**src/design/assert_macros.svh**
```systemverilog
// Assertion macros shared by the converter RTL.
// Depends on nothing; the asserting module must have clk and rst_n in scope.
// Define NO_ASSERTIONS to compile every check away.
`ifndef ASSERT_MACROS_SVH
`define ASSERT_MACROS_SVH
`ifndef NO_ASSERTIONS
// Checks prop at every rising clock edge outside reset.
`define B2N_ASSERT(lbl, prop) \
    lbl: assert property (@(posedge clk) disable iff (!rst_n) (prop)) \
        else $error("b2n assertion failed");
// Checks that cons holds in the cycle after ante.
`define B2N_ASSERT_NEXT(lbl, ante, cons) \
    lbl: assert property (@(posedge clk) disable iff (!rst_n) (ante) |=> (cons)) \
        else $error("b2n assertion failed");
`else
`define B2N_ASSERT(lbl, prop)
`define B2N_ASSERT_NEXT(lbl, ante, cons)
`endif
`endif

```
**src/design/b2n_pkg.sv**
```systemverilog
// Package for the BGRA to NV12 pixel converter: shared types, register codes,
// BT.601 weights and defaults. Depends on nothing.
package b2n_pkg;

    localparam int DEFAULT_MAX_DIMENSION = 4096;
    localparam int DEFAULT_FRAME_WIDTH   = 1920;
    localparam int DEFAULT_FRAME_HEIGHT  = 1080;

    localparam int CFG_INDEX_W = 2;
    localparam int CFG_DATA_W  = 13;
    localparam int POS_W       = 12;
    localparam int PIX_W       = 8;

    localparam logic [CFG_INDEX_W-1:0] REG_FRAME_WIDTH  = 2'd0;
    localparam logic [CFG_INDEX_W-1:0] REG_FRAME_HEIGHT = 2'd1;

    // Depth of each of the two internal queues; a power of two.
    localparam int QUEUE_DEPTH = 4;

    // Fixed-point weights, scaled by 256.
    localparam int SUM_W       = 17;
    localparam int Y_R         = 66;
    localparam int Y_G         = 129;
    localparam int Y_B         = 25;
    localparam int CB_R        = 38;
    localparam int CB_G        = 74;
    localparam int CB_B        = 112;
    localparam int CR_R        = 112;
    localparam int CR_G        = 94;
    localparam int CR_B        = 18;
    localparam int ROUND       = 128;
    // Rounding term plus 128 << 8, which moves the chroma sums into positive range.
    localparam int CHROMA_BIAS = 32896;
    localparam int LUMA_OFFSET = 16;

    typedef struct packed {
        logic [PIX_W-1:0] blue;
        logic [PIX_W-1:0] green;
        logic [PIX_W-1:0] red;
        logic [POS_W-1:0] column;
        logic [POS_W-1:0] row;
        logic             chroma_valid;
        logic             frame_end;
    } front_item_t;

    typedef struct packed {
        logic [PIX_W-1:0] luma;
        logic             chroma_valid;
        logic [PIX_W-1:0] chroma_blue;
        logic [PIX_W-1:0] chroma_red;
        logic [POS_W-1:0] column;
        logic [POS_W-1:0] row;
        logic             frame_end;
    } out_item_t;

endpackage

```
**src/design/bgra_to_nv12_pixel_converter_core.sv**
```systemverilog
// Top level of the BGRA to NV12 pixel converter.
// Depends on b2n_pkg, b2n_queue, b2n_front, b2n_back and assert_macros.svh.
//
// Usage:
// Pixels arrive in raster order on blue, green and red (alpha is not carried).
// A request is taken at a rising edge with push high and full low. Each pixel
// yields exactly one result: BT.601 luma, chroma taken from the pixel at an
// even column and even row (zero elsewhere), its position and an end-of-frame
// mark. The oldest result is shown while empty is low and leaves on pop.
// Frame size is written on the cfg channel (index 0 width, index 1 height)
// while no pixel is in flight; cfg_ready is always high. Sizes of zero act as
// one and sizes above MAX_DIMENSION act as MAX_DIMENSION.
// Timing: the front end classifies a pixel in the cycle it is taken and puts
// it into a four-entry queue; the back end computes one pixel a cycle from that
// queue into a four-entry result queue while that queue has room. A result is
// shown once it is in the result queue, having passed the middle queue first.
// One pixel per cycle is sustained while pop stays high, since each queue
// moves one entry a cycle and the back end is a single combinational pass.
// When the receiver stalls, the result queue fills, then the middle queue, and
// full rises once eight pixels wait; nothing is lost. Reset clears both queues
// and the position counters and restores 1920 by 1080.
`include "assert_macros.svh"

module bgra_to_nv12_pixel_converter_core
    import b2n_pkg::*;
#(
    parameter int MAX_DIMENSION = DEFAULT_MAX_DIMENSION
) (
    input  logic                   clk,
    input  logic                   rst_n,
    input  logic                   push,
    output logic                   full,
    input  logic [PIX_W-1:0]       blue,
    input  logic [PIX_W-1:0]       green,
    input  logic [PIX_W-1:0]       red,
    output logic                   empty,
    input  logic                   pop,
    output logic [PIX_W-1:0]       luma,
    output logic                   chroma_valid,
    output logic [PIX_W-1:0]       chroma_blue,
    output logic [PIX_W-1:0]       chroma_red,
    output logic [POS_W-1:0]       column,
    output logic [POS_W-1:0]       row,
    output logic                   frame_end,
    input  logic                   cfg_valid,
    output logic                   cfg_ready,
    input  logic [CFG_INDEX_W-1:0] cfg_index,
    input  logic [CFG_DATA_W-1:0]  cfg_data
);

    localparam int CNT_W    = $clog2(MAX_DIMENSION);
    localparam int DIM_W    = CNT_W + 1;
    localparam int CMP_W    = (DIM_W > CFG_DATA_W) ? DIM_W : CFG_DATA_W;
    localparam int FRONT_W  = $bits(front_item_t);
    localparam int OUT_W    = $bits(out_item_t);
    localparam int RST_W_INT = (DEFAULT_FRAME_WIDTH > MAX_DIMENSION) ?
                               MAX_DIMENSION : DEFAULT_FRAME_WIDTH;
    localparam int RST_H_INT = (DEFAULT_FRAME_HEIGHT > MAX_DIMENSION) ?
                               MAX_DIMENSION : DEFAULT_FRAME_HEIGHT;
    localparam logic [CMP_W-1:0] MAX_EXT = CMP_W'(MAX_DIMENSION);

    // Effective frame size, clamped once when written.
    logic [DIM_W-1:0] width_reg, width_next;
    logic [DIM_W-1:0] height_reg, height_next;
    logic [CMP_W-1:0] cfg_ext;
    logic [DIM_W-1:0] size_eff;

    logic        in_accept;
    front_item_t front_item;
    logic        mid_full, mid_empty, mid_move;
    logic [FRONT_W-1:0] mid_rdata;
    front_item_t mid_item;
    out_item_t   back_result;
    logic        out_full, out_empty, out_pop;
    logic [OUT_W-1:0] out_rdata;
    out_item_t   out_item;

    assign cfg_ready = 1'b1;
    assign cfg_ext   = CMP_W'(cfg_data);

    always_comb
    begin
        if (cfg_ext == '0)
        begin
            size_eff = DIM_W'(1);
        end
        else if (cfg_ext > MAX_EXT)
        begin
            size_eff = DIM_W'(MAX_DIMENSION);
        end
        else
        begin
            size_eff = DIM_W'(cfg_ext);
        end
    end

    always_comb
    begin
        width_next  = width_reg;
        height_next = height_reg;
        if (cfg_valid && cfg_ready)
        begin
            unique case (cfg_index)
                REG_FRAME_WIDTH:  width_next  = size_eff;
                REG_FRAME_HEIGHT: height_next = size_eff;
                default:          ;
            endcase
        end
    end

    always_ff @(posedge clk or negedge rst_n)
    begin
        if (!rst_n)
        begin
            width_reg  <= DIM_W'(RST_W_INT);
            height_reg <= DIM_W'(RST_H_INT);
        end
        else
        begin
            width_reg  <= width_next;
            height_reg <= height_next;
        end
    end

    // Front end: a request is taken whenever the middle queue has room.
    assign full      = mid_full;
    assign in_accept = push && !mid_full;

    b2n_front #(
        .MAX_DIMENSION(MAX_DIMENSION),
        .CNT_W        (CNT_W),
        .DIM_W        (DIM_W)
    ) u_front (
        .clk       (clk),
        .rst_n     (rst_n),
        .accept    (in_accept),
        .blue      (blue),
        .green     (green),
        .red       (red),
        .width_eff (width_reg),
        .height_eff(height_reg),
        .item      (front_item)
    );

    b2n_queue #(
        .WIDTH(FRONT_W),
        .DEPTH(QUEUE_DEPTH)
    ) u_mid_queue (
        .clk    (clk),
        .rst_n  (rst_n),
        .wr_en  (in_accept),
        .wr_data(front_item),
        .full   (mid_full),
        .rd_en  (mid_move),
        .rd_data(mid_rdata),
        .empty  (mid_empty)
    );

    // Back end: one pixel moves from the middle queue into the result queue
    // in every cycle that both sides allow.
    assign mid_item = front_item_t'(mid_rdata);
    assign mid_move = !mid_empty && !out_full;

    b2n_back u_back (
        .item  (mid_item),
        .result(back_result)
    );

    b2n_queue #(
        .WIDTH(OUT_W),
        .DEPTH(QUEUE_DEPTH)
    ) u_out_queue (
        .clk    (clk),
        .rst_n  (rst_n),
        .wr_en  (mid_move),
        .wr_data(back_result),
        .full   (out_full),
        .rd_en  (out_pop),
        .rd_data(out_rdata),
        .empty  (out_empty)
    );

    assign out_pop  = pop && !out_empty;
    assign out_item = out_item_t'(out_rdata);

    assign empty        = out_empty;
    assign luma         = out_item.luma;
    assign chroma_valid = out_item.chroma_valid;
    assign chroma_blue  = out_item.chroma_blue;
    assign chroma_red   = out_item.chroma_red;
    assign column       = out_item.column;
    assign row          = out_item.row;
    assign frame_end    = out_item.frame_end;

    // A shown luma always lies in the studio range.
    `B2N_ASSERT(a_luma_range, !empty |-> (luma >= 8'd16 && luma <= 8'd235))
    // Chroma is only produced at even positions and is zero elsewhere.
    `B2N_ASSERT(a_chroma_even, (!empty && chroma_valid) |-> (!column[0] && !row[0]))
    `B2N_ASSERT(a_chroma_zero,
        (!empty && !chroma_valid) |-> (chroma_blue == 8'd0 && chroma_red == 8'd0))
    // A pixel taken into an empty pipeline is shown after moving through both queues.
    `B2N_ASSERT_NEXT(a_latency, (in_accept && mid_empty && out_empty), ##1 !empty)

endmodule

```
**src/design/b2n_queue.sv**
```systemverilog
// Small first-in first-out queue built from registers.
// Depends on nothing; the caller gates writes with full and reads with empty.
module b2n_queue #(
    parameter int WIDTH = 8,
    parameter int DEPTH = 4
) (
    input  logic             clk,
    input  logic             rst_n,
    input  logic             wr_en,
    input  logic [WIDTH-1:0] wr_data,
    output logic             full,
    input  logic             rd_en,
    output logic [WIDTH-1:0] rd_data,
    output logic             empty
);

    localparam int PTR_W = (DEPTH > 1) ? $clog2(DEPTH) : 1;
    localparam int CNT_W = $clog2(DEPTH + 1);

    logic [WIDTH-1:0] mem_reg [DEPTH];
    logic [PTR_W-1:0] wr_ptr_reg, wr_ptr_next;
    logic [PTR_W-1:0] rd_ptr_reg, rd_ptr_next;
    logic [CNT_W-1:0] count_reg, count_next;

    always_comb
    begin
        wr_ptr_next = wr_ptr_reg;
        rd_ptr_next = rd_ptr_reg;
        count_next  = count_reg;
        if (wr_en)
        begin
            wr_ptr_next = wr_ptr_reg + PTR_W'(1);
        end
        if (rd_en)
        begin
            rd_ptr_next = rd_ptr_reg + PTR_W'(1);
        end
        if (wr_en && !rd_en)
        begin
            count_next = count_reg + CNT_W'(1);
        end
        else if (rd_en && !wr_en)
        begin
            count_next = count_reg - CNT_W'(1);
        end
    end

    always_ff @(posedge clk or negedge rst_n)
    begin
        if (!rst_n)
        begin
            wr_ptr_reg <= '0;
            rd_ptr_reg <= '0;
            count_reg  <= '0;
        end
        else
        begin
            wr_ptr_reg <= wr_ptr_next;
            rd_ptr_reg <= rd_ptr_next;
            count_reg  <= count_next;
        end
    end

    always_ff @(posedge clk)
    begin
        if (wr_en)
        begin
            mem_reg[wr_ptr_reg] <= wr_data;
        end
    end

    assign rd_data = mem_reg[rd_ptr_reg];
    assign full    = (count_reg == CNT_W'(DEPTH));
    assign empty   = (count_reg == '0);

endmodule

```
**src/design/b2n_front.sv**
```systemverilog
// Front end of the converter: tracks column and row and classifies each pixel.
// Depends on b2n_pkg.
module b2n_front
    import b2n_pkg::*;
#(
    parameter int MAX_DIMENSION = DEFAULT_MAX_DIMENSION,
    parameter int CNT_W         = $clog2(MAX_DIMENSION),
    parameter int DIM_W         = CNT_W + 1
) (
    input  logic             clk,
    input  logic             rst_n,
    input  logic             accept,
    input  logic [PIX_W-1:0] blue,
    input  logic [PIX_W-1:0] green,
    input  logic [PIX_W-1:0] red,
    input  logic [DIM_W-1:0] width_eff,
    input  logic [DIM_W-1:0] height_eff,
    output front_item_t      item
);

    logic [CNT_W-1:0] col_reg, col_next;
    logic [CNT_W-1:0] row_reg, row_next;
    logic [DIM_W-1:0] col_plus;
    logic [DIM_W-1:0] row_plus;
    logic             last_col;
    logic             last_row;

    assign col_plus = {1'b0, col_reg} + DIM_W'(1);
    assign row_plus = {1'b0, row_reg} + DIM_W'(1);
    assign last_col = (col_plus >= width_eff);
    assign last_row = (row_plus >= height_eff);

    always_comb
    begin
        item.blue         = blue;
        item.green        = green;
        item.red          = red;
        item.column       = POS_W'(col_reg);
        item.row          = POS_W'(row_reg);
        item.chroma_valid = !col_reg[0] && !row_reg[0];
        item.frame_end    = last_col && last_row;
    end

    always_comb
    begin
        col_next = col_reg;
        row_next = row_reg;
        if (accept)
        begin
            if (last_col)
            begin
                col_next = '0;
                row_next = last_row ? '0 : CNT_W'(row_plus);
            end
            else
            begin
                col_next = CNT_W'(col_plus);
            end
        end
    end

    always_ff @(posedge clk or negedge rst_n)
    begin
        if (!rst_n)
        begin
            col_reg <= '0;
            row_reg <= '0;
        end
        else
        begin
            col_reg <= col_next;
            row_reg <= row_next;
        end
    end

endmodule

```
**src/design/b2n_back.sv**
```systemverilog
// Back end of the converter: BT.601 fixed-point luma and chroma for one pixel.
// Depends on b2n_pkg.
module b2n_back
    import b2n_pkg::*;
(
    input  front_item_t item,
    output out_item_t   result
);

    logic [SUM_W-1:0] r_ext, g_ext, b_ext;
    logic [SUM_W-1:0] y_sum, cb_sum, cr_sum;

    assign r_ext = SUM_W'(item.red);
    assign g_ext = SUM_W'(item.green);
    assign b_ext = SUM_W'(item.blue);

    // Chroma sums carry a bias of 128 << 8, so bits 15:8 are already the offset sample.
    assign y_sum  = SUM_W'(Y_R) * r_ext + SUM_W'(Y_G) * g_ext + SUM_W'(Y_B) * b_ext
                  + SUM_W'(ROUND);
    assign cb_sum = SUM_W'(CB_B) * b_ext + SUM_W'(CHROMA_BIAS)
                  - SUM_W'(CB_R) * r_ext - SUM_W'(CB_G) * g_ext;
    assign cr_sum = SUM_W'(CR_R) * r_ext + SUM_W'(CHROMA_BIAS)
                  - SUM_W'(CR_G) * g_ext - SUM_W'(CR_B) * b_ext;

    always_comb
    begin
        result.luma         = y_sum[15:8] + PIX_W'(LUMA_OFFSET);
        result.chroma_valid = item.chroma_valid;
        result.chroma_blue  = item.chroma_valid ? cb_sum[15:8] : '0;
        result.chroma_red   = item.chroma_valid ? cr_sum[15:8] : '0;
        result.column       = item.column;
        result.row          = item.row;
        result.frame_end    = item.frame_end;
    end

endmodule
```
**config.mk**
```make
export PLATFORM = sky130hd
export DESIGN_NAME = bgra_to_nv12_pixel_converter_core
export DESIGN_NICKNAME = d
export VERILOG_FILES = /design/src/design/b2n_pkg.sv /design/src/design/bgra_to_nv12_pixel_converter_core.sv /design/src/design/b2n_queue.sv /design/src/design/b2n_front.sv /design/src/design/b2n_back.sv
export VERILOG_INCLUDE_DIRS = /design/src /design/src/design
export SDC_FILE = /design/constraint.sdc
export NUM_CORES = 1
export LEC_CHECK = 0
export ABC_AREA = 1
export BUFFER_PORTS_ARGS = -buffer_cell sky130_fd_sc_hd__buf_4
export CORE_AREA = 2 2 153 305
export DETAILED_ROUTE_END_ITERATION = 10
export DIE_AREA = 0 0 155 307
export PLACE_DENSITY = 0.77
export SLEW_MARGIN = 10
export SYNTH_ARGS = -nofsm -noshare
export SYNTH_HDL_FRONTEND = slang
export SYNTH_SLANG_ARGS = --single-unit
export TNS_END_PERCENT = 100
```
**constraint.sdc**
```tcl
create_clock -name clk -period 15.18 [get_ports clk]
set_clock_uncertainty 0.2 [all_clocks]
set_input_delay 3.036 -clock clk [delete_from_list [all_inputs] [get_ports clk]]
set_output_delay 3.036 -clock clk [all_outputs]
set_load 0.01 [all_outputs]
```
== Word-level counts from Yosys, hierarchy flattened ==
Memories as Yosys holds them, arrays and structs flattened.
Cells that the tools add are included.

* Register bits after elaboration: 64
* Bits in writable memories: 400
* Output and inout port bits: 53
* Memories kept: 2

{| class="wikitable"
|+ Memory list
! memory !! words !! width !! read ports !! clocked after Yosys merged registers in !! wr ports !! RTL line !! source
|-
| u_mid_queue.mem_reg || 4 || 50 || 1 || 0 || 1 || b2n_queue.sv:20 || <nowiki>logic [WIDTH-1:0] mem_reg [DEPTH];</nowiki>
|-
| u_out_queue.mem_reg || 4 || 50 || 1 || 0 || 1 || b2n_queue.sv:20 ||
|}

* Add/sub/neg operators: 20
* Multiply operators: 9
* $lt $le $gt $ge: 3
* Eq/ne operators: 3
* Muxes and demuxes: 14
* Reduce and logical (&&, ||, !) cells: 27

{| class="wikitable"
|+ Operators with widths
! operator !! number
|-
| $sub A16 B16 Y16 || 4
|-
| $mul A6 B8 Y14 const A || 3
|-
| $add A16 B16 Y16 || 2
|-
| $add A16 B16 Y16 const B || 2
|-
| $add A12 B1 Y13 const B || 2
|-
| $ge A13 B13 Y1 || 2
|-
| $mul A5 B8 Y13 const A || 2
|-
| $mux W13 || 2
|-
| $mux W12 || 2
|-
| $mul A3 B8 Y11 const A || 2
|-
| $add A16 B8 Y16 const B || 1
|-
| $mul A8 B8 Y16 const A || 1
|-
| $mux W8 || 2
|-
| $gt A13 B13 Y1 const B || 1
|-
| $logic_not A13 Y1 || 1
|-
| $mul A4 B8 Y12 const A || 1
|-
| $mux W3 || 4
|-
| $logic_and A1 B1 Y1 || 9
|-
| $logic_not A1 Y1 || 9
|-
| $add A2 B1 Y2 const B || 4
|-
| $add A8 B5 Y8 const B || 1
|-
| $add A3 B1 Y3 const B || 2
|-
| $eq A3 B3 Y1 const B || 2
|-
| $logic_not A3 Y1 || 2
|-
| 6 further kinds || 13
|}

== Logic depth before layout (Yosys ltp) ==
Gate-level depths: netlist of the first run.

* Depth in word-level cells: 7
* Depth in mapped cells: 38

== Hierarchy ==
From an unflattened synthesis of the first run, not the netlist that was laid out.

* Cell total of the unflattened synthesis: 2869
* Area total of the unflattened synthesis: 28533.6 sq um

{| class="wikitable"
|+ By module, submodules not included
! module !! instances !! cells an instance !! area an instance (sq um)
|-
| b2n_back || 1 || 1099 || 8326.7
|-
| b2n_queue (u_mid_queue) || 1 || 631 || 8279.2
|-
| b2n_queue (u_out_queue) || 1 || 631 || 8277.9
|-
| b2n_front || 1 || 368 || 2498.6
|-
| bgra_to_nv12_pixel_converter_core || 1 || 140 || 1151.1
|}

== Worst setup path before layout of the first run ==
No wires, ideal clock.

* Path kind: register to register
* Start point: register u_mid_queue.rd_ptr_reg[1]
* End point: memory u_out_queue.mem_reg[0][48] in the netlist's numbering (data pin)
* Data arrival time: 6.793 ns
* Data required time: 14.710 ns
* Slack: 7.917 ns
* Stages on the path, launching flop included: 33
* Cells stage by stage: dfrtp_1 > buf_4 > inv_2 > buf_6 > buf_4 > clkbuf_1 > o21ai_0 > o22ai_1 > ha_1 > ha_1 > inv_1 > fa_1 > inv_1 > ha_1 > nand2_1 > o21ai_0 > xor2_1 > inv_1 > ha_1 > ha_1 > inv_1 > fa_1 > inv_1 > fa_1 > ha_1 > a21oi_1 > o21ai_0 > a21oi_1 > nand2_1 > nand2_1 > nand2_1 > ha_1 > xor2_1

{| class="wikitable"
|+ RTL lines
! what !! RTL line !! source
|-
| start: declaration || b2n_queue.sv:22 || <nowiki>logic [PTR_W-1:0] rd_ptr_reg, rd_ptr_next;</nowiki>
|-
| start signal: assignment || b2n_queue.sv:59 || <nowiki>rd_ptr_reg <= rd_ptr_next;</nowiki>
|-
| end: declaration || b2n_queue.sv:20 ||
|}

==> results of run 1 <==
## cell usage in the layout (no fill, tap or decap), drive strengths merged, types with 3 or more instances in the layout
cell type and instances:
o311ai 4, buf 126, inv 369, xor2 63, a21oi 125, a211oi 3
bufinv 3, a31oi 3, clkinv 11, a21o 9, dfstp 8, o22ai 83
o21bai 10, nand4 17, xnor2 20, edfxtp 400, clkbuf 51, o21ai 260
o211ai 3, a32oi 15, nand2 276, nand3 62, nor4 11, fa 82
nor3 17, dfrtp 56, nor2 279, ha 271
## cell type report
type / instances / area (um2) / area share
clock buffers: 51 / 1060 / 0.0360
multi-input cells: 1624 / 11500 / 0.392
clock inverters: 20 / 215 / 0.00730
repair buffers: 126 / 946 / 0.0321
well taps: 565 / 707 / 0.0240
flip-flops and latches: 464 / 13600 / 0.462
inverters: 364 / 1370 / 0.0464
## through the flow
stage	setup WS [ns]	hold WS, ns	cells	cell area [um2]	utilization
6_report	6.70	0.289	3214	29500	0.649
5_1_grt	6.07	0.307	3214	29500	0.649
4_1_cts	6.74	0.287	3214	29500	0.649
3_5_place_dp	6.75	0.276	3143	28200	0.621
3_3_place_gp	6.89	0.268	3143	28200	0.621
2_1_floorplan	7.92	0.252	2525	26800	-
## Yosys cell counts, types with 8 or more instances
library cell	instances
sky130_fd_sc_hd__fa_1	82
sky130_fd_sc_hd__nor2_1	273
sky130_fd_sc_hd__o22ai_1	82
sky130_fd_sc_hd__buf_2	12
sky130_fd_sc_hd__nor4_1	11
sky130_fd_sc_hd__inv_1	356
sky130_fd_sc_hd__o21bai_1	10
sky130_fd_sc_hd__dfstp_2	8
sky130_fd_sc_hd__ha_1	271
sky130_fd_sc_hd__nand2_1	272
sky130_fd_sc_hd__o21ai_0	243
sky130_fd_sc_hd__a32oi_1	10
sky130_fd_sc_hd__dfrtp_1	56
sky130_fd_sc_hd__clkbuf_1	48
sky130_fd_sc_hd__nand3_1	55
sky130_fd_sc_hd__inv_2	8
sky130_fd_sc_hd__a21o_1	9
sky130_fd_sc_hd__xnor2_1	20
sky130_fd_sc_hd__edfxtp_1	400
sky130_fd_sc_hd__nand4_1	17
sky130_fd_sc_hd__o21ai_1	14
sky130_fd_sc_hd__nor3_1	14
sky130_fd_sc_hd__a21oi_1	125
sky130_fd_sc_hd__xor2_1	62
## worst paths after layout
path	from	endpoint	slack, ns
min reg2reg	width_reg[10]	width_reg[10]	0.29
min in group asynchronous	rst_n	height_reg[9]	2.39
max reg2reg	u_mid_queue.rd_ptr_reg[0]	u_out_queue.mem_reg[0][48]	6.70
max in group asynchronous	rst_n	u_mid_queue.rd_ptr_reg[0]	11.77
max	u_mid_queue.rd_ptr_reg[0]	u_out_queue.mem_reg[0][48]	6.70
min	width_reg[10]	width_reg[10]	0.29
## worst min-delay path, stage by stage, from the launching register on
cell                      delay (ns)
sky130_fd_sc_hd__dfstp_2        0.38
sky130_fd_sc_hd__nand2_1        0.06
sky130_fd_sc_hd__o21ai_1        0.06
## cells by family (layout without fill, tap and decap cells)
logic type | after synthesis | after routing | share of synthesized area
and+or+nand+nor | 665 | 665 | 0.104
buffers and inverters | 437 | 561 | 0.0643
DFF | 464 | 464 | 0.508
adders and majority gates | 353 | 353 | 0.187
muxes | 2 | 2 | 0.000839
AOI/OAI and AO/OA | 520 | 520 | 0.109
other | 1 | 1 | 0.000140
xor gates and xnor gates | 83 | 83 | 0.0274
## layer usage
| layer | track usage | share of wire | up-vias |
|---|---|---|---|
| li1 | - | - | 8857 |
| met1 | 0.313 | 0.42 | 8569 |
| met2 | 0.408 | 0.49 | 552 |
| met3 | 0.0326 | 0.058 | 115 |
| met4 | 0.0874 | 0.036 | 0 |
| met5 | 0 | 0 | - |
==> impl_metrics.xml, run 1 <==
<?xml version="1.0" encoding="UTF-8"?>
<metrics>
  <group name="outcome">
    <metric name="outcome" unit="">finished, final reports clean</metric>
  </group>
  <group name="critical_path">
    <metric name="cp.buffers_inverters" unit="">7</metric>
    <metric name="crit_path_start_kind" unit="">flip-flop</metric>
    <metric name="timing_worst_setup_path_type" unit="">flip-flop to flip-flop</metric>
    <metric name="worstSetupPathDepth" unit="">29</metric>
    <metric name="crit_path_max_fanout" unit="">73</metric>
    <metric name="endpoint_kind" unit="">flip-flop</metric>
    <metric name="critical-path-slowest-cell" unit="">sky130_fd_sc_hd__o22ai_1</metric>
    <metric name="critical_path_required" unit="ns">15.26</metric>
    <metric name="crit_arrival" unit="ns">8.56</metric>
    <metric name="cpLargestDelayFamily" unit="">adder cells</metric>
    <metric name="timing.critical_path.mode_cell" unit="">sky130_fd_sc_hd__ha_1</metric>
    <metric name="max_stage_delay" unit="ns">0.77</metric>
    <metric name="worstRegToRegCells" unit="">29</metric>
  </group>
  <group name="placement">
    <metric name="gpl.final_weighted_congestion" unit="">0.874</metric>
    <metric name="hpwl" unit="um">39400</metric>
    <metric name="buffer_ports.inserted" unit="">95</metric>
  </group>
  <group name="clocking">
    <metric name="clkSlewWorstSetupHoldPaths" unit="ns">0.07</metric>
    <metric name="cts_tree" unit="">yes</metric>
    <metric name="cts_max_path_bufs" unit="">3</metric>
    <metric name="clock_sink_count" unit="">464</metric>
    <metric name="cts_htree_levels" unit="">2</metric>
    <metric name="postCtsSetupRepairBufs" unit="">0</metric>
    <metric name="cts_hold_buf" unit="">0</metric>
    <metric name="clock_tree.root_cell" unit="">sky130_fd_sc_hd__clkbuf_16</metric>
    <metric name="post_cts_resized" unit="">0</metric>
    <metric name="insertion_delay_to_the_later_sink_of_the_worst_skew_pair" unit="ns">0.55</metric>
    <metric name="cts-buffers-inserted" unit="">39</metric>
  </group>
  <group name="layout">
    <metric name="layout-drive-gt1-share" unit="">0.0940</metric>
    <metric name="antenna_cells" unit="">0</metric>
    <metric name="nFillCells" unit="">3400</metric>
    <metric name="flow.area_growth_from_synthesis" unit="%">9.80</metric>
    <metric name="final_net_count" unit="">3016</metric>
  </group>
  <group name="route">
    <metric name="drt-total-wl" unit="um">56100</metric>
    <metric name="route.antenna.remaining_nets" unit="">0</metric>
    <metric name="routedWlPerCell" unit="um">17.5</metric>
    <metric name="post-route-drc-count" unit="">0</metric>
    <metric name="via_cell_ratio" unit="">5.63</metric>
    <metric name="first_drt_iteration_drcs" unit="">1347</metric>
    <metric name="first_pass_iters" unit="">5</metric>
    <metric name="num_vias" unit="">18100</metric>
  </group>
  <group name="grt">
    <metric name="grt_pass1_vias" unit="">17900</metric>
    <metric name="grt_first_pass_wirelength" unit="um">90700</metric>
    <metric name="grt_start_max_net_pins" unit="">102</metric>
    <metric name="grt_usage" unit="">0.239</metric>
    <metric name="overflow_left_after_global_routing" unit="">0</metric>
    <metric name="initial_antenna_violation_count" unit="">0</metric>
  </group>
  <group name="logic_synthesis">
    <metric name="post_synth_inst_count" unit="">2525</metric>
    <metric name="post_synthesis_instance_area" unit="um2">26800</metric>
    <metric name="yosys_most_used_dff" unit="">sky130_fd_sc_hd__edfxtp_1</metric>
    <metric name="yosys.area.top_type_share" unit="">0.448</metric>
    <metric name="synth_top_cell_by_area" unit="">sky130_fd_sc_hd__edfxtp_1</metric>
    <metric name="yosys_warn_count" unit="">0</metric>
    <metric name="synth_nets" unit="">2922</metric>
    <metric name="synth_seq_cells" unit="">464</metric>
    <metric name="synthesis.area_per_instance" unit="um2">10.6</metric>
    <metric name="async_reset_ff_frac" unit="">0.138</metric>
    <metric name="synth_area_leaders" unit="">sky130_fd_sc_hd__edfxtp_1 (45%), sky130_fd_sc_hd__ha_1 (13%), sky130_fd_sc_hd__fa_1 (6.1%)</metric>
    <metric name="synth_edf_count" unit="">400</metric>
    <metric name="ys_seq_area_frac" unit="">0.508</metric>
    <metric name="synth_cell_type_count" unit="">49</metric>
  </group>
  <group name="sta">
    <metric name="maxSlewHeadroom" unit="">0.335</metric>
    <metric name="period_minus_slack" unit="ns">8.48</metric>
    <metric name="fmax" unit="MHz">118</metric>
    <metric name="post-route-period-util" unit="">0.559</metric>
    <metric name="slew_viol_final" unit="">0</metric>
    <metric name="hold_vio_cnt_final" unit="">0</metric>
    <metric name="rsz0062_at_grt" unit="">no</metric>
    <metric name="total_neg_setup_slack" unit="ns">0</metric>
    <metric name="finalSetupViolCount" unit="">0</metric>
    <metric name="timing_worst_slew_pin_value" unit="ns">0.998</metric>
  </group>
  <group name="floorplanning">
    <metric name="vertical_extent_of_the_die" unit="um">307</metric>
    <metric name="io_pins" unit="">97</metric>
    <metric name="die_area" unit="um2">47600</metric>
    <metric name="floorplan.initialDensity" unit="">0.591</metric>
    <metric name="core_region_area" unit="um2">45400</metric>
    <metric name="placementRows" unit="">111</metric>
    <metric name="horiz_die_dim" unit="um">155</metric>
  </group>
  <group name="flow_run">
    <metric name="drv.max_cap_violation_count" unit="">0</metric>
  </group>
  <group name="worst_hold_path">
    <metric name="min_path_cells" unit="">2</metric>
    <metric name="worstHoldPathType" unit="">flip-flop to flip-flop</metric>
  </group>
</metrics>
Power of run 1 is left out: the tool's default activity adds up to more than one toggle a clock period on the data nets, which glitch-free logic cannot reach.
==> run 2, diff against run 1 <==
--- a/config.mk
+++ b/config.mk
@@ -8,10 +8,10 @@
 export LEC_CHECK = 0
 export ABC_AREA = 1
 export BUFFER_PORTS_ARGS = -buffer_cell sky130_fd_sc_hd__buf_4
-export CORE_AREA = 2 2 153 305
+export CORE_AREA = 2 2 157 312
 export DETAILED_ROUTE_END_ITERATION = 10
-export DIE_AREA = 0 0 155 307
-export PLACE_DENSITY = 0.77
+export DIE_AREA = 0 0 159 314
+export PLACE_DENSITY = 0.76
 export SLEW_MARGIN = 10
 export SYNTH_ARGS = -nofsm -noshare
 export SYNTH_HDL_FRONTEND = slang
==> constraint.sdc (replaced) <==
create_clock -name clk -period 7.4 [get_ports clk]
set_clock_uncertainty 0.2 [all_clocks]
set_input_delay 1.48 -clock clk [delete_from_list [all_inputs] [get_ports clk]]
set_output_delay 1.48 -clock clk [all_outputs]
set_load 0.01 [all_outputs]
==> run 2 against run 1 <==
  * Global-route usage increased by 3.2 points
  * Register-to-register slack got worse by 6.2 ns
  * Wire length increased by 20%
  * Sequential share of layout area decreased by 0.45 points
  * Setup slack got worse by 6.2 ns
  * Hold slack improved by 0.0034 ns
  * Cell count increased by 2.6%
  * Clock-buffer cell count increased by 3
  * Cell area increased by 0.98%
  * Critical path depth decreased by 1
  * Sequential cell count unchanged
  * Critical path type unchanged
==> impl_metrics.xml, run 2 (same netlist as run 1, synthesis figures left out) <==
<?xml version="1.0" encoding="UTF-8"?>
<metrics>
  <group name="outcome">
    <metric name="outcome" unit="">finished, final reports clean</metric>
  </group>
  <group name="critical_path">
    <metric name="timing.critical_path.mode_cell" unit="">sky130_fd_sc_hd__ha_1</metric>
    <metric name="crit_arrival" unit="ns">7.06</metric>
    <metric name="cpLargestDelayFamily" unit="">adder cells</metric>
    <metric name="worstSetupPathDepth" unit="">28</metric>
    <metric name="critical-path-slowest-cell" unit="">sky130_fd_sc_hd__fa_1</metric>
    <metric name="crit_path_start_kind" unit="">flip-flop</metric>
    <metric name="critical_path_required" unit="ns">7.52</metric>
    <metric name="cp.buffers_inverters" unit="">7</metric>
    <metric name="worstRegToRegCells" unit="">28</metric>
    <metric name="endpoint_kind" unit="">flip-flop</metric>
    <metric name="timing_worst_setup_path_type" unit="">flip-flop to flip-flop</metric>
    <metric name="crit_path_max_fanout" unit="">15</metric>
    <metric name="max_stage_delay" unit="ns">0.53</metric>
  </group>
  <group name="flow_run">
    <metric name="drv.max_cap_violation_count" unit="">0</metric>
  </group>
  <group name="grt">
    <metric name="initial_antenna_violation_count" unit="">0</metric>
    <metric name="grt_start_max_net_pins" unit="">102</metric>
    <metric name="grt_usage" unit="">0.271</metric>
    <metric name="overflow_left_after_global_routing" unit="">0</metric>
    <metric name="grt_pass1_vias" unit="">19800</metric>
    <metric name="grt_first_pass_wirelength" unit="um">104000</metric>
  </group>
  <group name="layout">
    <metric name="flow.area_growth_from_synthesis" unit="%">10.9</metric>
    <metric name="final_common_cell" unit="">sky130_fd_sc_hd__edfxtp_1</metric>
    <metric name="antenna_cells" unit="">0</metric>
    <metric name="layout-drive-gt1-share" unit="">0.0997</metric>
    <metric name="final_cell_mix" unit="">sky130_fd_sc_hd__edfxtp_1 (400), sky130_fd_sc_hd__inv_1 (354), sky130_fd_sc_hd__nand2_1 (272), sky130_fd_sc_hd__ha_1 (271), sky130_fd_sc_hd__nor2_1 (263)</metric>
    <metric name="final_net_count" unit="">3034</metric>
  </group>
  <group name="floorplanning">
    <metric name="io_pins" unit="">97</metric>
    <metric name="core_region_area" unit="um2">47500</metric>
    <metric name="die_area" unit="um2">49900</metric>
    <metric name="floorplan.initialDensity" unit="">0.565</metric>
    <metric name="vertical_extent_of_the_die" unit="um">314</metric>
    <metric name="horiz_die_dim" unit="um">159</metric>
    <metric name="placementRows" unit="">113</metric>
  </group>
  <group name="sta">
    <metric name="post-route-period-util" unit="">0.938</metric>
    <metric name="hold_vio_cnt_final" unit="">0</metric>
    <metric name="slew_viol_final" unit="">0</metric>
    <metric name="finalSetupViolCount" unit="">0</metric>
    <metric name="rsz0062_at_grt" unit="">no</metric>
    <metric name="timing_worst_slew_pin_value" unit="ns">1.02</metric>
    <metric name="total_neg_setup_slack" unit="ns">0</metric>
    <metric name="maxSlewHeadroom" unit="">0.320</metric>
    <metric name="period_minus_slack" unit="ns">6.94</metric>
    <metric name="fmax" unit="MHz">144</metric>
  </group>
  <group name="route">
    <metric name="num_vias" unit="">18900</metric>
    <metric name="via_cell_ratio" unit="">5.73</metric>
    <metric name="drt-total-wl" unit="um">67300</metric>
    <metric name="routedWlPerCell" unit="um">20.4</metric>
    <metric name="first_drt_iteration_drcs" unit="">1383</metric>
    <metric name="route.antenna.remaining_nets" unit="">0</metric>
    <metric name="post-route-drc-count" unit="">0</metric>
    <metric name="first_pass_iters" unit="">7</metric>
  </group>
  <group name="placement">
    <metric name="gpl.final_weighted_congestion" unit="">0.984</metric>
    <metric name="buffer_ports.inserted" unit="">95</metric>
    <metric name="hpwl" unit="um">49500</metric>
  </group>
  <group name="clocking">
    <metric name="insertion_delay_to_the_later_sink_of_the_worst_skew_pair" unit="ns">0.59</metric>
    <metric name="cts-buffers-inserted" unit="">39</metric>
    <metric name="clock_tree.root_cell" unit="">sky130_fd_sc_hd__clkbuf_16</metric>
    <metric name="clock_sink_count" unit="">464</metric>
    <metric name="clkSlewWorstSetupHoldPaths" unit="ns">0.07</metric>
    <metric name="cts_max_path_bufs" unit="">3</metric>
    <metric name="cts_tree" unit="">yes</metric>
    <metric name="cts_hold_buf" unit="">0</metric>
    <metric name="cts_htree_levels" unit="">2</metric>
  </group>
  <group name="worst_hold_path">
    <metric name="min_path_cells" unit="">2</metric>
    <metric name="worstHoldPathType" unit="">flip-flop to flip-flop</metric>
  </group>
</metrics>
[run 2: cell count changes in the layout (fill, tap and decap cells not counted), moves of 3 or more]
cell / change
sky130_fd_sc_hd__a32oi_1: -3
sky130_fd_sc_hd__a32oi_2: +3
sky130_fd_sc_hd__buf_4: +16
sky130_fd_sc_hd__clkbuf_1: +4
sky130_fd_sc_hd__clkinv_1: +5
sky130_fd_sc_hd__clkinv_2: -8
[run 2: path summary, 6_finish.rpt]
check,slack [ns],to,from
max,0.46,u_out_queue.mem_reg[1][48],u_mid_queue.rd_ptr_reg[0]
min,0.29,height_reg[3],height_reg[3]
max reg2reg,0.46,u_out_queue.mem_reg[1][48],u_mid_queue.rd_ptr_reg[0]
min reg2reg,0.29,height_reg[3],height_reg[3]
max in group asynchronous,5.52,u_mid_queue.rd_ptr_reg[0],rst_n
min in group asynchronous,0.79,u_front.row_reg[10],rst_n
[run 2: cell type report]
| type | count | area (um2) |
|---|---|---|
| fillers | 3740 | 17700 |
| flip-flops and latches | 464 | 13600 |
| multi-input cells | 1624 | 11600 |
| inverters | 364 | 1370 |
| repair buffers | 144 | 1100 |
| clock buffers | 54 | 1060 |
| well taps | 632 | 791 |
| clock inverters | 17 | 224 |
[run 2: through the flow]
step / std cells / utilization / worst slack [ns] / cell area [um2] / hold slack, ns
after floorplan: 2525 / - / 0.137 / 26800 / 0.252
after global placement: 3228 / 0.598 / 0.340 / 28400 / 0.264
after detailed placement: 3228 / 0.598 / 0.264 / 28400 / 0.280
after CTS: 3299 / 0.625 / 0.261 / 29700 / 0.292
after global routing: 3299 / 0.626 / 0.0110 / 29800 / 0.316
final: 3299 / 0.626 / 0.459 / 29800 / 0.292
[run 2: worst reg2reg max path, delay by kind of cell, from the launching register on]
kind	cells	cell delay, ns
fa+ha+maj	10	3.63
xor+xnor	2	0.41
simple gates	4	0.43
flops	1	0.46
buf+inv	7	0.61
compound gates	5	0.97
[run 2: what timing repair did]
action                     in CTS  in global routing
gates resized for setup         0                 10
buffers inserted                0                  0
setup endpoints to repair       0                 28
[run 2: routing by layer]
layer / vias up / global-route usage / share of wire
li1: 8891 / - / -
met1: 9255 / 0.253 / 0.33
met2: 552 / 0.540 / 0.56
met3: 210 / 0.0308 / 0.038
met4: 0 / 0.185 / 0.074
met5: - / 0 / 0
Power of run 2 is left out for the same reason.
==> run 3, diff against run 2 <==
--- a/config.mk
+++ b/config.mk
@@ -12,6 +12,7 @@
 export DETAILED_ROUTE_END_ITERATION = 10
 export DIE_AREA = 0 0 159 314
 export PLACE_DENSITY = 0.76
+export RECOVER_POWER = 100
 export SLEW_MARGIN = 10
 export SYNTH_ARGS = -nofsm -noshare
 export SYNTH_HDL_FRONTEND = slang
==> run 3 against run 2 <==
  * The run now ends with capacitance limit, slew limit left
  * Register-to-register slack barely moved
  * Cell count unchanged
  * Sequential share of layout area up 0.57 points
  * Global-route usage did not move
  * Non-clock buffer count stayed put
  * Sequential cell count is the same
  * Hold slack about the same
  * Wire length increased by 0.21%
  * Setup slack got worse by 0.013 ns
  * Via count about the same
  * Cell area fell by 1.2%
  * First-iteration DRC count is 4.5% lower
  * Highest routed layer is now met5
==> impl_metrics.xml, run 3 (same netlist as run 1, synthesis figures left out) <==
<?xml version="1.0" encoding="UTF-8"?>
<metrics>
  <group name="critical_path">
    <metric name="crit_path_start_kind" unit="">flip-flop</metric>
    <metric name="critical-path-slowest-cell" unit="">sky130_fd_sc_hd__fa_1</metric>
    <metric name="worstRegToRegCells" unit="">28</metric>
    <metric name="timing_worst_setup_path_type" unit="">flip-flop to flip-flop</metric>
    <metric name="timing.critical_path.mode_cell" unit="">sky130_fd_sc_hd__ha_1</metric>
    <metric name="critical_path_required" unit="ns">7.52</metric>
    <metric name="worst_reg2reg_setup_slack" unit="ns">0.45</metric>
    <metric name="crit-reg2reg-launch" unit="">u_mid_queue.rd_ptr_reg[0]</metric>
    <metric name="crit_arrival" unit="ns">7.07</metric>
    <metric name="max_stage_delay" unit="ns">0.53</metric>
    <metric name="first_element_of_the_critical_path" unit="">u_mid_queue.rd_ptr_reg[0]</metric>
    <metric name="endpoint" unit="">u_out_queue.mem_reg[1][48]</metric>
    <metric name="endpoint_kind" unit="">flip-flop</metric>
    <metric name="crit_path_max_fanout" unit="">15</metric>
    <metric name="worstReg2RegEnd" unit="">u_out_queue.mem_reg[1][48]</metric>
  </group>
  <group name="floorplanning">
    <metric name="horiz_die_dim" unit="um">159</metric>
    <metric name="die_area" unit="um2">49900</metric>
    <metric name="placementRows" unit="">113</metric>
    <metric name="floorplan.initialDensity" unit="">0.565</metric>
    <metric name="vertical_extent_of_the_die" unit="um">314</metric>
    <metric name="io_pins" unit="">97</metric>
    <metric name="core_region_area" unit="um2">47500</metric>
  </group>
  <group name="worst_hold_path">
    <metric name="worstHoldPathType" unit="">flip-flop to flip-flop</metric>
  </group>
  <group name="sta">
    <metric name="slew_viol_final" unit="">689</metric>
    <metric name="fmax" unit="MHz">144</metric>
    <metric name="timing_worst_slew_pin_value" unit="ns">3.61</metric>
    <metric name="hold_vio_cnt_final" unit="">0</metric>
    <metric name="rsz0062_at_grt" unit="">no</metric>
    <metric name="maxSlewHeadroom" unit="">-1.41</metric>
    <metric name="post-route-period-util" unit="">0.940</metric>
    <metric name="period_minus_slack" unit="ns">6.95</metric>
    <metric name="finalSetupViolCount" unit="">0</metric>
    <metric name="total_neg_setup_slack" unit="ns">0</metric>
    <metric name="final.hold.worst_slack" unit="ns">0.292</metric>
  </group>
  <group name="clocking">
    <metric name="cts-buffers-inserted" unit="">39</metric>
    <metric name="postCtsSetupRepairBufs" unit="">0</metric>
    <metric name="cts_htree_levels" unit="">2</metric>
    <metric name="cts_tree" unit="">yes</metric>
    <metric name="clock_tree.root_cell" unit="">sky130_fd_sc_hd__clkbuf_16</metric>
    <metric name="cts_max_path_bufs" unit="">3</metric>
    <metric name="clock_sink_count" unit="">464</metric>
    <metric name="clkSlewWorstSetupHoldPaths" unit="ns">0.06</metric>
    <metric name="insertion_delay_to_the_later_sink_of_the_worst_skew_pair" unit="ns">0.59</metric>
  </group>
  <group name="route">
    <metric name="post-route-drc-count" unit="">0</metric>
    <metric name="routedWlPerCell" unit="um">20.5</metric>
    <metric name="num_vias" unit="">18900</metric>
    <metric name="first_pass_iters" unit="">5</metric>
    <metric name="first_drt_iteration_drcs" unit="">1321</metric>
    <metric name="route.antenna.remaining_nets" unit="">0</metric>
    <metric name="drt-total-wl" unit="um">67500</metric>
    <metric name="via_cell_ratio" unit="">5.74</metric>
  </group>
  <group name="placement">
    <metric name="hpwl" unit="um">49500</metric>
    <metric name="gpl.final_weighted_congestion" unit="">0.984</metric>
    <metric name="place_inst" unit="">3228</metric>
    <metric name="buffer_ports.inserted" unit="">95</metric>
  </group>
  <group name="outcome">
    <metric name="violations" unit="">capacitance limit, slew limit</metric>
    <metric name="outcome" unit="">complete, but fails checks</metric>
  </group>
  <group name="grt">
    <metric name="grt_usage" unit="">0.271</metric>
    <metric name="overflow_left_after_global_routing" unit="">0</metric>
    <metric name="grt_first_pass_wirelength" unit="um">104000</metric>
    <metric name="initial_antenna_violation_count" unit="">1</metric>
    <metric name="grt_start_max_net_pins" unit="">102</metric>
    <metric name="grt_pass1_vias" unit="">19800</metric>
  </group>
  <group name="flow_run">
    <metric name="drv.max_cap_violation_count" unit="">12</metric>
  </group>
  <group name="layout">
    <metric name="final_cell_mix" unit="">sky130_fd_sc_hd__edfxtp_1 (400), sky130_fd_sc_hd__inv_1 (356), sky130_fd_sc_hd__nand2_1 (274), sky130_fd_sc_hd__ha_1 (271), sky130_fd_sc_hd__nor2_1 (265)</metric>
    <metric name="antenna_cells" unit="">0</metric>
    <metric name="final-instance-count-excl-fill" unit="">3299</metric>
    <metric name="final_common_cell" unit="">sky130_fd_sc_hd__edfxtp_1</metric>
    <metric name="flow.area_growth_from_synthesis" unit="%">9.51</metric>
    <metric name="layout-drive-gt1-share" unit="">0.0634</metric>
    <metric name="final_net_count" unit="">3034</metric>
  </group>
</metrics>
-- run 3: cell type report --
| cell class | count | area [um2] |
|---|---|---|
| inverters | 364 | 1370 |
| repair buffers | 144 | 768 |
| clock buffers | 54 | 1060 |
| fillers | 3832 | 18100 |
| multi-input cells | 1624 | 11600 |
| flip-flops and latches | 464 | 13600 |
| well taps | 632 | 791 |
| clock inverters | 17 | 224 |
-- run 3: worst max-delay path, delay by kind of cell, from the launching register on --
family	cells	cell delay [ns]
AOI/OAI and AO/OA	5	0.99
xor gates and xnor gates	2	0.41
adders and majority gates	10	3.63
buffers and inverters	7	0.61
DFF	1	0.46
and+or+nand+nor	4	0.43
-- run 3: metrics by stage --
step / utilization / instance area [um2] / setup slack, ns
finish: 0.619 / 29400 / 0.446
global route: 0.619 / 29400 / 0.0110
CTS: 0.625 / 29700 / 0.261
detailed placement: 0.598 / 28400 / 0.264
global placement: 0.598 / 28400 / 0.340
floorplan: - / 26800 / 0.137
-- run 3: metal layers --
metal | wire length (um) | vias up | track usage
met5 | 13 | - | 0
met4 | 5020 | 2 | 0.185
met3 | 2450 | 217 | 0.0308
met2 | 37900 | 556 | 0.540
met1 | 22100 | 9246 | 0.253
li1 | - | 8902 | -
-- run 3: worst min path at each step --
stage,start,to,slack [ns],cells after the start
finish,height_reg[10],height_reg[10],0.29,2
global route,height_reg[4],height_reg[4],0.32,2
detailed placement,width_reg[5],width_reg[5],0.28,2
global placement,width_reg[10],width_reg[10],0.26,2
floorplan,width_reg[10],width_reg[10],0.25,2
CTS,width_reg[10],width_reg[10],0.29,2
-- run 3: timing repair --
item / in CTS / in global routing
gates resized for setup: 0 / 10
endpoints found under the setup margin: 0 / 28
hold buffers: 0 / 0
Power of run 3 is left out for the same reason.
